File: src/rtl/akrb_pkg.sv
package akrb_pkg;

    localparam int DIM_W      = 11;
    localparam int OFS_W      = 10;
    localparam int ALPHA_W    = 9;
    localparam int INDEX_W    = 20;
    localparam int PIXEL_W    = 32;
    localparam int CFG_IDX_W  = 3;
    localparam int CFG_DATA_W = 11;

    // register map of the configuration port
    typedef enum logic [CFG_IDX_W-1:0] {
        REG_DEST_WIDTH    = 3'd0,
        REG_DEST_HEIGHT   = 3'd1,
        REG_SOURCE_WIDTH  = 3'd2,
        REG_SOURCE_HEIGHT = 3'd3,
        REG_OFFSET_X      = 3'd4,
        REG_OFFSET_Y      = 3'd5,
        REG_ALPHA_REF     = 3'd6,
        REG_ROTATE        = 3'd7
    } reg_idx_t;

    // configuration fields; akrb_cfg clamps dimensions to the legal range
    typedef struct packed {
        logic [DIM_W-1:0]   dest_width;
        logic [DIM_W-1:0]   dest_height;
        logic [DIM_W-1:0]   source_width;
        logic [DIM_W-1:0]   source_height;
        logic [OFS_W-1:0]   offset_x;
        logic [OFS_W-1:0]   offset_y;
        logic [ALPHA_W-1:0] alpha_ref;
        logic               rotate;
    } cfg_t;

    typedef struct packed {
        logic write_enable;
        logic end_of_source;
        logic fit_error;
    } flags_t;

endpackage

File: src/rtl/akrb_cfg.sv
module akrb_cfg #(
    parameter int MAX_DIM = 1024
) (
    input  logic                              clk,
    input  logic                              rst_n,
    input  logic                              cfg_valid,
    input  logic [akrb_pkg::CFG_IDX_W-1:0]    cfg_index,
    input  logic [akrb_pkg::CFG_DATA_W-1:0]   cfg_data,
    output akrb_pkg::cfg_t                    cfg
);

    logic [akrb_pkg::DIM_W-1:0]   dest_width_reg;
    logic [akrb_pkg::DIM_W-1:0]   dest_height_reg;
    logic [akrb_pkg::DIM_W-1:0]   source_width_reg;
    logic [akrb_pkg::DIM_W-1:0]   source_height_reg;
    logic [akrb_pkg::OFS_W-1:0]   offset_x_reg;
    logic [akrb_pkg::OFS_W-1:0]   offset_y_reg;
    logic [akrb_pkg::ALPHA_W-1:0] alpha_ref_reg;
    logic                         rotate_reg;

    // zero acts as one, anything above MAX_DIM acts as MAX_DIM
    function automatic logic [akrb_pkg::DIM_W-1:0] eff_dim(input logic [akrb_pkg::DIM_W-1:0] v);
        logic [akrb_pkg::DIM_W-1:0] r;
        if (v == '0)
        begin
            r = akrb_pkg::DIM_W'(1);
        end
        else if (32'(v) > MAX_DIM)
        begin
            r = akrb_pkg::DIM_W'(MAX_DIM);
        end
        else
        begin
            r = v;
        end
        return r;
    endfunction

    always_ff @(posedge clk or negedge rst_n)
    begin
        if (!rst_n)
        begin
            dest_width_reg    <= akrb_pkg::DIM_W'(1024);
            dest_height_reg   <= akrb_pkg::DIM_W'(1024);
            source_width_reg  <= akrb_pkg::DIM_W'(1);
            source_height_reg <= akrb_pkg::DIM_W'(1);
            offset_x_reg      <= '0;
            offset_y_reg      <= '0;
            alpha_ref_reg     <= '0;
            rotate_reg        <= 1'b0;
        end
        else if (cfg_valid)
        begin
            unique case (akrb_pkg::reg_idx_t'(cfg_index))
                akrb_pkg::REG_DEST_WIDTH:    dest_width_reg    <= cfg_data[akrb_pkg::DIM_W-1:0];
                akrb_pkg::REG_DEST_HEIGHT:   dest_height_reg   <= cfg_data[akrb_pkg::DIM_W-1:0];
                akrb_pkg::REG_SOURCE_WIDTH:  source_width_reg  <= cfg_data[akrb_pkg::DIM_W-1:0];
                akrb_pkg::REG_SOURCE_HEIGHT: source_height_reg <= cfg_data[akrb_pkg::DIM_W-1:0];
                akrb_pkg::REG_OFFSET_X:      offset_x_reg      <= cfg_data[akrb_pkg::OFS_W-1:0];
                akrb_pkg::REG_OFFSET_Y:      offset_y_reg      <= cfg_data[akrb_pkg::OFS_W-1:0];
                akrb_pkg::REG_ALPHA_REF:     alpha_ref_reg     <= cfg_data[akrb_pkg::ALPHA_W-1:0];
                akrb_pkg::REG_ROTATE:        rotate_reg        <= cfg_data[0];
                default: ;
            endcase
        end
    end

    always_comb
    begin
        cfg.dest_width    = eff_dim(dest_width_reg);
        cfg.dest_height   = eff_dim(dest_height_reg);
        cfg.source_width  = eff_dim(source_width_reg);
        cfg.source_height = eff_dim(source_height_reg);
        cfg.offset_x      = offset_x_reg;
        cfg.offset_y      = offset_y_reg;
        cfg.alpha_ref     = alpha_ref_reg;
        cfg.rotate        = rotate_reg;
    end

endmodule

File: src/rtl/akrb_addr.sv
module akrb_addr #(
    parameter int MAX_DIM = 1024,
    localparam int CW     = $clog2(MAX_DIM),
    localparam int PW     = ((CW > akrb_pkg::OFS_W) ? CW : akrb_pkg::OFS_W) + 1
) (
    input  logic                             clk,
    input  logic                             rst_n,
    input  akrb_pkg::cfg_t                   cfg,
    input  logic                             in_valid,
    output logic                             in_stall,
    input  logic [akrb_pkg::PIXEL_W-1:0]     source_pixel,
    output logic                             a_valid,
    input  logic                             a_stall,
    output logic [akrb_pkg::PIXEL_W-1:0]     a_pixel,
    output logic [PW-1:0]                    a_dx,
    output logic [PW-1:0]                    a_dy,
    output akrb_pkg::flags_t                 a_flags
);

    localparam int CMP_W = ((CW > akrb_pkg::DIM_W) ? CW : akrb_pkg::DIM_W) + 1;
    localparam int FW    = akrb_pkg::DIM_W + 1;

    logic                          a_valid_reg, a_valid_next;
    logic [CW-1:0]                 col_reg, col_next;
    logic [CW-1:0]                 row_reg, row_next;
    logic [akrb_pkg::PIXEL_W-1:0]  pixel_reg;
    logic [PW-1:0]                 dx_reg, dx_next;
    logic [PW-1:0]                 dy_reg, dy_next;
    akrb_pkg::flags_t              flags_reg, flags_next;

    logic             load;
    logic [CMP_W-1:0] col_inc, row_inc;
    logic             last_col, last_row;
    logic [FW-1:0]    span_x, span_y;
    logic             fits, pass;

    assign in_stall = a_valid_reg && a_stall;
    assign load     = in_valid && !in_stall;

    always_comb
    begin
        col_inc  = CMP_W'(col_reg) + CMP_W'(1);
        row_inc  = CMP_W'(row_reg) + CMP_W'(1);
        // a counter at or past a shrunken limit counts as the last position
        last_col = col_inc >= CMP_W'(cfg.source_width);
        last_row = row_inc >= CMP_W'(cfg.source_height);

        if (cfg.rotate)
        begin
            span_x  = FW'(cfg.offset_x) + FW'(cfg.source_height);
            span_y  = FW'(cfg.offset_y) + FW'(cfg.source_width);
            dx_next = PW'(cfg.offset_x) + PW'(row_reg);
            dy_next = PW'(cfg.offset_y) + PW'(col_reg);
        end
        else
        begin
            span_x  = FW'(cfg.offset_x) + FW'(cfg.source_width);
            span_y  = FW'(cfg.offset_y) + FW'(cfg.source_height);
            dx_next = PW'(cfg.offset_x) + PW'(col_reg);
            dy_next = PW'(cfg.offset_y) + PW'(row_reg);
        end
        fits = (span_x <= FW'(cfg.dest_width)) && (span_y <= FW'(cfg.dest_height));
        pass = {1'b0, source_pixel[31:24]} >= cfg.alpha_ref;

        flags_next.write_enable  = pass && fits;
        flags_next.end_of_source = last_col && last_row;
        flags_next.fit_error     = !fits;

        col_next = col_reg;
        row_next = row_reg;
        if (load)
        begin
            if (last_col)
            begin
                col_next = '0;
                row_next = last_row ? '0 : row_inc[CW-1:0];
            end
            else
            begin
                col_next = col_inc[CW-1:0];
            end
        end

        if (load)
        begin
            a_valid_next = 1'b1;
        end
        else
        begin
            a_valid_next = a_valid_reg && a_stall;
        end
    end

    always_ff @(posedge clk or negedge rst_n)
    begin
        if (!rst_n)
        begin
            a_valid_reg <= 1'b0;
            col_reg     <= '0;
            row_reg     <= '0;
        end
        else
        begin
            a_valid_reg <= a_valid_next;
            col_reg     <= col_next;
            row_reg     <= row_next;
        end
    end

    always_ff @(posedge clk)
    begin
        if (load)
        begin
            pixel_reg <= source_pixel;
            dx_reg    <= dx_next;
            dy_reg    <= dy_next;
            flags_reg <= flags_next;
        end
    end

    assign a_valid = a_valid_reg;
    assign a_pixel = pixel_reg;
    assign a_dx    = dx_reg;
    assign a_dy    = dy_reg;
    assign a_flags = flags_reg;

    // the last pixel of the rectangle wraps both counters
    a_eos_wrap: assert property (@(posedge clk) disable iff (!rst_n)
        load && flags_next.end_of_source |=> (col_reg == '0) && (row_reg == '0))
        else $error("counters did not wrap after end of source");

    // counters move only on an accepted pixel
    a_cnt_hold: assert property (@(posedge clk) disable iff (!rst_n)
        !load |=> $stable(col_reg) && $stable(row_reg))
        else $error("source counters moved without a transaction");

endmodule

File: src/rtl/akrb_index.sv
module akrb_index #(
    parameter int MAX_DIM = 1024,
    localparam int CW     = $clog2(MAX_DIM),
    localparam int PW     = ((CW > akrb_pkg::OFS_W) ? CW : akrb_pkg::OFS_W) + 1
) (
    input  logic                             clk,
    input  logic                             rst_n,
    input  logic [akrb_pkg::DIM_W-1:0]       dest_width_eff,
    input  logic                             a_valid,
    output logic                             a_stall,
    input  logic [akrb_pkg::PIXEL_W-1:0]     a_pixel,
    input  logic [PW-1:0]                    a_dx,
    input  logic [PW-1:0]                    a_dy,
    input  akrb_pkg::flags_t                 a_flags,
    output logic                             out_valid,
    input  logic                             out_stall,
    output logic                             write_enable,
    output logic [akrb_pkg::INDEX_W-1:0]     dest_index,
    output logic [akrb_pkg::PIXEL_W-1:0]     pixel_out,
    output logic                             end_of_source,
    output logic                             fit_error
);

    localparam int PRODW = PW + akrb_pkg::DIM_W + 1;

    logic                          out_valid_reg, out_valid_next;
    logic [akrb_pkg::INDEX_W-1:0]  index_reg, index_next;
    logic [akrb_pkg::PIXEL_W-1:0]  pixel_reg;
    akrb_pkg::flags_t              flags_reg;
    logic                          take;

    assign a_stall = out_valid_reg && out_stall;
    assign take    = a_valid && !a_stall;

    // row times row length plus column, kept to the index width
    always_comb
    begin
        index_next = akrb_pkg::INDEX_W'(PRODW'(a_dy) * PRODW'(dest_width_eff) + PRODW'(a_dx));
        if (take)
        begin
            out_valid_next = 1'b1;
        end
        else
        begin
            out_valid_next = out_valid_reg && out_stall;
        end
    end

    always_ff @(posedge clk or negedge rst_n)
    begin
        if (!rst_n)
        begin
            out_valid_reg <= 1'b0;
        end
        else
        begin
            out_valid_reg <= out_valid_next;
        end
    end

    always_ff @(posedge clk)
    begin
        if (take)
        begin
            index_reg <= index_next;
            pixel_reg <= a_pixel;
            flags_reg <= a_flags;
        end
    end

    assign out_valid     = out_valid_reg;
    assign write_enable  = flags_reg.write_enable;
    assign dest_index    = index_reg;
    assign pixel_out     = pixel_reg;
    assign end_of_source = flags_reg.end_of_source;
    assign fit_error     = flags_reg.fit_error;

    // a transaction taken from the first stage shows up at the output
    a_take_out: assert property (@(posedge clk) disable iff (!rst_n)
        take |=> out_valid_reg)
        else $error("taken pixel did not reach the output register");

    // a write is never enabled while the placement is out of bounds
    a_we_fit: assert property (@(posedge clk) disable iff (!rst_n)
        out_valid_reg |-> !(flags_reg.write_enable && flags_reg.fit_error))
        else $error("write enabled despite fit error");

endmodule

File: src/rtl/alpha_keyed_rect_blit_core.sv
// alpha keyed rectangle blit core
// source pixels (32-bit argb, alpha in bits 31..24) enter in raster order on the
// in channel (in_valid / in_stall / source_pixel). each one gives exactly one
// result on the out channel (out_valid / out_stall): the linear destination
// index, the pixel itself, a write enable, an end-of-source mark on the last
// pixel of the rectangle and a fit error flag when the placed rectangle
// (offset plus source size, transposed in rotate mode) leaves the destination.
// configuration goes through cfg_valid / cfg_ready / cfg_index / cfg_data;
// cfg_ready is always high, so a write completes in the cycle it is offered.
// the user must write registers only while no transaction is in flight;
// the block does not enforce this. a pixel taken on the in channel passes one
// register stage for counters, coordinates and flags, then the result register
// behind the row multiply-add before it is offered on the out channel.
// throughput: one pixel per cycle while out_stall is low, set by the single
// multiply-add stage. a stalled output holds its result; the first stage keeps
// accepting until it is also full, then in_stall rises in the same cycle.
// reset clears both source counters and loads the register defaults (1024 x 1024
// destination, 1 x 1 source, no offset, alpha reference 0, straight copy).
module alpha_keyed_rect_blit_core #(
    parameter int MAX_DIM = 1024
) (
    input  logic                              clk,
    input  logic                              rst_n,
    // configuration write channel
    input  logic                              cfg_valid,
    output logic                              cfg_ready,
    input  logic [akrb_pkg::CFG_IDX_W-1:0]    cfg_index,
    input  logic [akrb_pkg::CFG_DATA_W-1:0]   cfg_data,
    // source pixel channel
    input  logic                              in_valid,
    output logic                              in_stall,
    input  logic [akrb_pkg::PIXEL_W-1:0]      source_pixel,
    // destination write channel
    output logic                              out_valid,
    input  logic                              out_stall,
    output logic                              write_enable,
    output logic [akrb_pkg::INDEX_W-1:0]      dest_index,
    output logic [akrb_pkg::PIXEL_W-1:0]      pixel_out,
    output logic                              end_of_source,
    output logic                              fit_error
);

    localparam int CW = $clog2(MAX_DIM);
    localparam int PW = ((CW > akrb_pkg::OFS_W) ? CW : akrb_pkg::OFS_W) + 1;

    akrb_pkg::cfg_t                cfg;
    logic                          a_valid;
    logic                          a_stall;
    logic [akrb_pkg::PIXEL_W-1:0]  a_pixel;
    logic [PW-1:0]                 a_dx;
    logic [PW-1:0]                 a_dy;
    akrb_pkg::flags_t              a_flags;

    // register writes never wait
    assign cfg_ready = 1'b1;

    akrb_cfg #(
        .MAX_DIM (MAX_DIM)
    ) u_cfg (
        .clk       (clk),
        .rst_n     (rst_n),
        .cfg_valid (cfg_valid),
        .cfg_index (cfg_index),
        .cfg_data  (cfg_data),
        .cfg       (cfg)
    );

    // stage one: raster counters, placed coordinates, alpha test, fit check
    akrb_addr #(
        .MAX_DIM (MAX_DIM)
    ) u_addr (
        .clk          (clk),
        .rst_n        (rst_n),
        .cfg          (cfg),
        .in_valid     (in_valid),
        .in_stall     (in_stall),
        .source_pixel (source_pixel),
        .a_valid      (a_valid),
        .a_stall      (a_stall),
        .a_pixel      (a_pixel),
        .a_dx         (a_dx),
        .a_dy         (a_dy),
        .a_flags      (a_flags)
    );

    // stage two: row times destination width plus column into the result register
    akrb_index #(
        .MAX_DIM (MAX_DIM)
    ) u_index (
        .clk            (clk),
        .rst_n          (rst_n),
        .dest_width_eff (cfg.dest_width),
        .a_valid        (a_valid),
        .a_stall        (a_stall),
        .a_pixel        (a_pixel),
        .a_dx           (a_dx),
        .a_dy           (a_dy),
        .a_flags        (a_flags),
        .out_valid      (out_valid),
        .out_stall      (out_stall),
        .write_enable   (write_enable),
        .dest_index     (dest_index),
        .pixel_out      (pixel_out),
        .end_of_source  (end_of_source),
        .fit_error      (fit_error)
    );

endmodule

File: config.mk
export PLATFORM = sky130hd
export DESIGN_NAME = alpha_keyed_rect_blit_core
export DESIGN_NICKNAME = d
export VERILOG_FILES = /design/src/rtl/akrb_pkg.sv /design/src/rtl/akrb_cfg.sv /design/src/rtl/akrb_addr.sv /design/src/rtl/akrb_index.sv /design/src/rtl/alpha_keyed_rect_blit_core.sv
export SDC_FILE = /design/constraint.sdc
export NUM_CORES = 1
export LEC_CHECK = 0
export BUFFER_PORTS_ARGS = -buffer_cell sky130_fd_sc_hd__buf_2
export CAP_MARGIN = 20
export CORE_MARGIN = 3
export CORE_UTILIZATION = 53
export CTS_CLUSTER_DIAMETER = 80
export DETAILED_ROUTE_END_ITERATION = 8
export GPL_ROUTABILITY_DRIVEN = 0
export PLACE_DENSITY = 0.8
export SYNTH_ARGS = -nofsm -noshare
export SYNTH_HDL_FRONTEND = slang
export SYNTH_SLANG_ARGS = --single-unit
File: constraint.sdc
create_clock -name clk -period 4.9 [get_ports clk]
set_input_delay 0.245 -clock clk [delete_from_list [all_inputs] [get_ports clk]]
set_output_delay 0.245 -clock clk [all_outputs]
set_load 0.01 [all_outputs]
==> metrics, run 1 <==
fill cell count=roughly 2,000; met1 Usage GRT=0.305; post-route setup slack=-192 ps; Yosys reg bits=208; row count=61; vias in the first global route=11,800; ys flop type=edfxtp_1; initial antenna violation count=0; DR vias=11,500; crit path time final=approximately 5100 ps; syn avg cell area=10.5 um2; worst path cell trace=nor4_4, a31oi_1, nor2_1, buf_4, nand2_2, fa_1, inv_2, fa_1, fa_1, inv_2, fa_1, inv_2, ha_4, or4_4, o22ai_4, buf_4, buf_6, o21ai_1, xor2_1; mux contribution to synthesized area=0.0729; Storage cell area=roughly 5800 um2; Worst Path Buf+Inv=6; CP Class=reg -> reg; area grow syn2layout=20.5%; Worst-Margin Slew=1000 ps; clock buffer count from CTS=23; Post-synth ARST share=0.462; CTS Buffer Depth=3; gr busiest metal=met2; Global Route Usage Sum=0.243; routed wire length=about 38 mm; startpoint of the worst-slack reg-to-reg timing path=u_cfg.dest_width_reg[3]; Core ar.=approximately 28,000 um2; Top Ports=109; # DRC=0; Die H=174 um; worst hold path type=in -> reg; DR iter-0 viols=a little over 900; Port Buf Inserts=107; Yosys cell types=63; die area=30,400 um2; area occupied by multi-input gates=8770 um2; proportion of synthesized chip area in sequential cells=0.384; GRT overflow=0; commonest non-fill, non-tap cell in the layout=nand2_1; final count of negative-setup-slack endpoints=9; first-pass GRT wire length=about 60 mm; YS warnings=0; Synth Area in Simple Gates=0.127; final hold violations=0; met3 usage=0.0354; Post-synth EDFFs=112; Post-DRT Antenna Nets=0; xor and xnor area share after synthesis=0.0326; CTS HTree Levels=1; failing checks=setup timing; Initial Utilization=0.540; DP HPWL=approximately 27 mm; average wire per standard cell=between 15 and 20 um; RSZ-0062 raised after global routing=true; Die W=174 um; complex-gate fraction of the synthesized area=0.0774; CP max stage delay=560 ps; CTS root buf=clkbuf_16; worst hold endpoint=u_cfg.dest_height_reg[10]; CTS tree=done; CP Data Arrival Time=5360 ps; status=complete, but fails checks; largest family of logic cells by synthesized area=adder cells; maxcap violations=0; Fmax achieved=196 MHz; Worst Setup End Kind=flip-flop; final net count=1,933; reg2reg setup slack=-190 ps; final worst-path cycle share=1.04; worst relative slew slack=0.331; CP top delay family=adder cells; Slowest cell on crit path=fa_1; pin count of the biggest net entering global routing=57; Mapped Cells=roughly 1,400; most frequent CP cell=fa_1; # diodes=0; required time worst endpoint=5160 ps; GR Util met2=0.429; Slew Limit Fails=0; R2R cell count=19; FF-to-FF End=u_index.dest_index[12]; Final Skew=13.4 ps; adder-cell share of the synthesized area=0.246; hold_sp=cfg_data[10]; DR vias/cell=5.63; pre-CTS setup slack=-261 ps; clock latency on the worst-skew pair=around 520 ps; Clock Sinks=208; layout cell share with drive strength beyond 1=0.227; Hold Path Depth=3; CTS clock-pin slew for the worst setup and hold paths=60 ps; post-synthesis net count=roughly 1,700; critical path launch point type=flip-flop; Crit Path Max Fanout=6; most frequent cells in the layout=179 x nand2_1, 175 x inv_1, 133 x ha_1; Synth Cell Area=15,000 um2; Initial DRT Pass Iterations=5
==> cells in the mapped netlist, drive strengths merged (36+ instances only) <==
cell type  count  share of area
edfxtp       112           0.22
o21ai         63          0.021
inv          191          0.048
nor2          50          0.012
dfrtp         92           0.15
and2          36          0.015
a21oi         36          0.012
nand3         37          0.012
nand2        190          0.047
mux2          84          0.063
xnor2         42          0.024
clkbuf        38         0.0095
ha           145           0.12
fa            94           0.13
==> per-stage QoR <==
stage	hold slack (ps)	area, um2	util	std cells	TNS [ps]
floorplan	-50.6	15200	-	1427	0
global placement	259	16500	0.592	1934	-565
detailed placement	264	16500	0.592	1934	-1850
CTS	5.39	17900	0.642	2029	-368
global route	33.4	18100	0.650	2038	-3520
finish	29.7	18100	0.650	2038	-1150
==> kinds of logic after synthesis <==
group                      Yosys count
muxes                               99
buffers and inverters              236
and+or+nand+nor                    407
xor gates and xnor gates            56
other                                1
DFF                                208
AOI/OAI and AO/OA                  181
adders and majority gates          239
==> how the worst max path moves through the flow <==
stage / startpoint / end / slack [ps] / cells after the start
after detailed placement: u_cfg.dest_width_reg[10] / u_index.dest_index[18] / -260 / 18
after CTS: u_cfg.dest_width_reg[10] / u_index.dest_index[18] / -110 / 18
after global routing: u_cfg.dest_width_reg[7] / u_index.dest_index[16] / -410 / 19
final: u_cfg.dest_width_reg[3] / u_index.dest_index[12] / -190 / 19
after global placement: u_cfg.dest_width_reg[10] / u_index.dest_index[18] / -160 / 17
after floorplan: u_cfg.dest_width_reg[10] / u_index.dest_index[18] / 9 / 16
==> worst reg2reg max path: stages (launching register included) <==
cell and delay [ps]:
dfrtp_2 420, nor4_4 290, a31oi_1 150, nor2_1 240, buf_4 200, nand2_2 60, fa_1 500, inv_2 50
fa_1 450, fa_1 510, inv_2 50, fa_1 560, inv_2 50, ha_4 160, or4_4 520, o22ai_4 190
buf_4 150, buf_6 90, o21ai_1 60, xor2_1 140
==> per-layer routing <==
metal  share of wire  up-vias
li1                -     5266
met1            0.40     5608
met2            0.50      492
met3           0.069      112
met4           0.039        0
met5               0        -
==> timing repair <==
action / in CTS / in global routing
setup endpoints to repair: 11 / 12
buffers inserted: 17 / 9
gates cloned: 2 / 0
hold endpoints to repair: 71 / 0
pin swaps: 31 / 32
hold buffers: 35 / 0
gates resized for setup: 41 / 47
==> final cells by class <==
cell class / count / area share
clock buffers: 31 / 0.0357
clock inverters: 11 / 0.00525
inverters: 191 / 0.0396
multi-input cells: 984 / 0.484
flip-flops and latches: 208 / 0.319
well taps: 378 / 0.0261
repair buffers: 235 / 0.0903
Power of run 1 is not shown: default switching activity piles up to over one toggle a cycle in this logic, so the estimate is an artifact.
==> inputs of run 2 (changes only) <==
- PLACE_DENSITY: 0.8 -> 0.74
==> run 2 against run 1 <==
Against the previous run: non-clock buffer count fell by 10; first-iteration DRC count is 14% lower; the run still ends with setup timing left; setup slack better by 44 ps; critical path depth is 3 lower; final cell count shrank 0.44%; register-to-register slack improved by 40 ps; global-route usage grew 0.16 points; flip-flop and latch count stayed put; sequential share of layout area about the same.
==> metrics, run 2 (synthesis gave the netlist of run 1 again) <==
status=complete, but fails checks; failing checks=setup timing; DR vias/cell=roughly 5.5; R2R cell count=16; Top Metal Used=met4; CTS clock-pin slew for the worst setup and hold paths=roughly 60 ps; Die H=174 um; Final Skew=approximately 13 ps; layout cell share with drive strength beyond 1=0.220; Worst-Margin Slew=894 ps; routed wire length=37.2 mm; first-pass GRT wire length=60.0 mm; required time worst endpoint=5160 ps; Core ar.=27,900 um2; Die W=about 170 um; initial antenna violation count=0; post-route setup slack=-148 ps; final worst-path cycle share=1.03; CP Data Arrival Time=5310 ps; clock latency on the worst-skew pair=520 ps; DR iter-0 viols=787; clock buffer count from CTS=24; Clock Sinks=between 200 and 250; crit path time final=5050 ps; worst relative slew slack=0.403; Area after DPL=~17,000 um2; Initial DRT Pass Iterations=5; Global Route Usage Sum=0.245; critical path launch point type=flip-flop; row count=61; Design Area, Final=18,100 um2; Post-DRT Antenna Nets=0; most frequent cells in the layout=184 x nand2_1, 180 x inv_1, 132 x ha_1; RSZ-0062 raised after global routing=true; Fmax achieved=198 MHz; hold_ws=48.4 ps; DR vias=11,200; final hold violations=0; Slew Limit Fails=0; commonest non-fill, non-tap cell in the layout=nand2_1; average wire per standard cell=18.3 um; Top Ports=109; wire length on met1=15.3 mm; worst hold path type=in -> reg; CTS Buffer Depth=3; Initial Utilization=0.540; Hold Path Depth=3; CTS HTree Levels=1; # DRC=0; # diodes=0; area grow syn2layout=20.5%; CTS tree=done; maxcap violations=0; final net count=1,923; final count of negative-setup-slack endpoints=8; Port Buf Inserts=107; wire length on met2=roughly 18 mm; startpoint of the worst-slack reg-to-reg timing path=u_cfg.dest_width_reg[10]; Crit Path Max Fanout=7; GRT overflow=0; vias in the first global route=between 10,000 and 15,000; CP Class=reg -> reg; CTS root buf=clkbuf_16; FF-to-FF End=u_index.dest_index[18]; CP startpoint=u_cfg.dest_width_reg[10]; Worst Setup End Kind=flip-flop; DP HPWL=27.1 mm; die area=30,400 um2; pin count of the biggest net entering global routing=58; routed length on met3=2.32 mm; reg2reg setup slack=-150 ps; crit path capture=u_index.dest_index[18]
==> run 2: stage by stage <==
| step | worst slack [ps] | utilization | std cells | TNS [ps] |
|---|---|---|---|---|
| 4_1_cts | -89.5 | 0.644 | 2026 | -430 |
| 6_report | -148 | 0.650 | 2029 | -656 |
| 2_1_floorplan | 9.09 | - | 1427 | 0 |
| 3_3_place_gp | -159 | 0.594 | 1940 | -777 |
| 3_5_place_dp | -242 | 0.594 | 1940 | -1550 |
| 5_1_grt | -293 | 0.650 | 2029 | -1810 |
==> run 2: per-layer routing <==
layer / GRT usage / vias to the layer above
li1: - / 5241
met1: 0.317 / 5484
met2: 0.426 / 404
met3: 0.0332 / 85
met4: 0.0855 / 0
met5: 0 / -
==> run 2: how the worst min path moves through the flow <==
stage               slack [ps]                         to         start
finish                      50   u_cfg.dest_width_reg[10]  cfg_data[10]
global placement           350          u_addr.row_reg[9]         rst_n
CTS                         20   u_cfg.dest_width_reg[10]  cfg_data[10]
floorplan                  -50             u_addr.a_valid         rst_n
detailed placement         360          u_addr.row_reg[9]         rst_n
global route                50  u_cfg.dest_height_reg[10]  cfg_data[10]
==> run 2: critical path, stage by stage, from the launching register on <==
cell and delay, ps:
dfstp_2 650, buf_12 170, buf_8 110, nand2_1 60
fa_1 520, fa_1 510, inv_1 50, fa_1 490
fa_1 490, inv_1 50, fa_1 520, inv_1 60
ha_4 260, nand4_1 120, or3_4 380, a31o_1 190
xnor2_1 130
==> run 2: area by class of cell <==
| cell class | count | area (um2) |
|---|---|---|
| timing repair buffer | 225 | 1570 |
| sequential | 208 | 5770 |
| clock inverter | 13 | 176 |
| fill | 2078 | 9740 |
| tap | 378 | 473 |
| multi-input combinational | 983 | 8730 |
| inverter | 191 | 717 |
| clock buffer | 31 | 689 |
==> run 2: timing repair <==
action                                  in CTS  in global routing
endpoints found under the hold margin       86                  0
cloned                                       1                  0
resized for setup                           38                 35
buffers inserted                             8                  4
pin swaps                                   36                 17
hold buffers                                35                  0
endpoints found under the setup margin      11                 12
Power of run 2 is left out for the same reason.
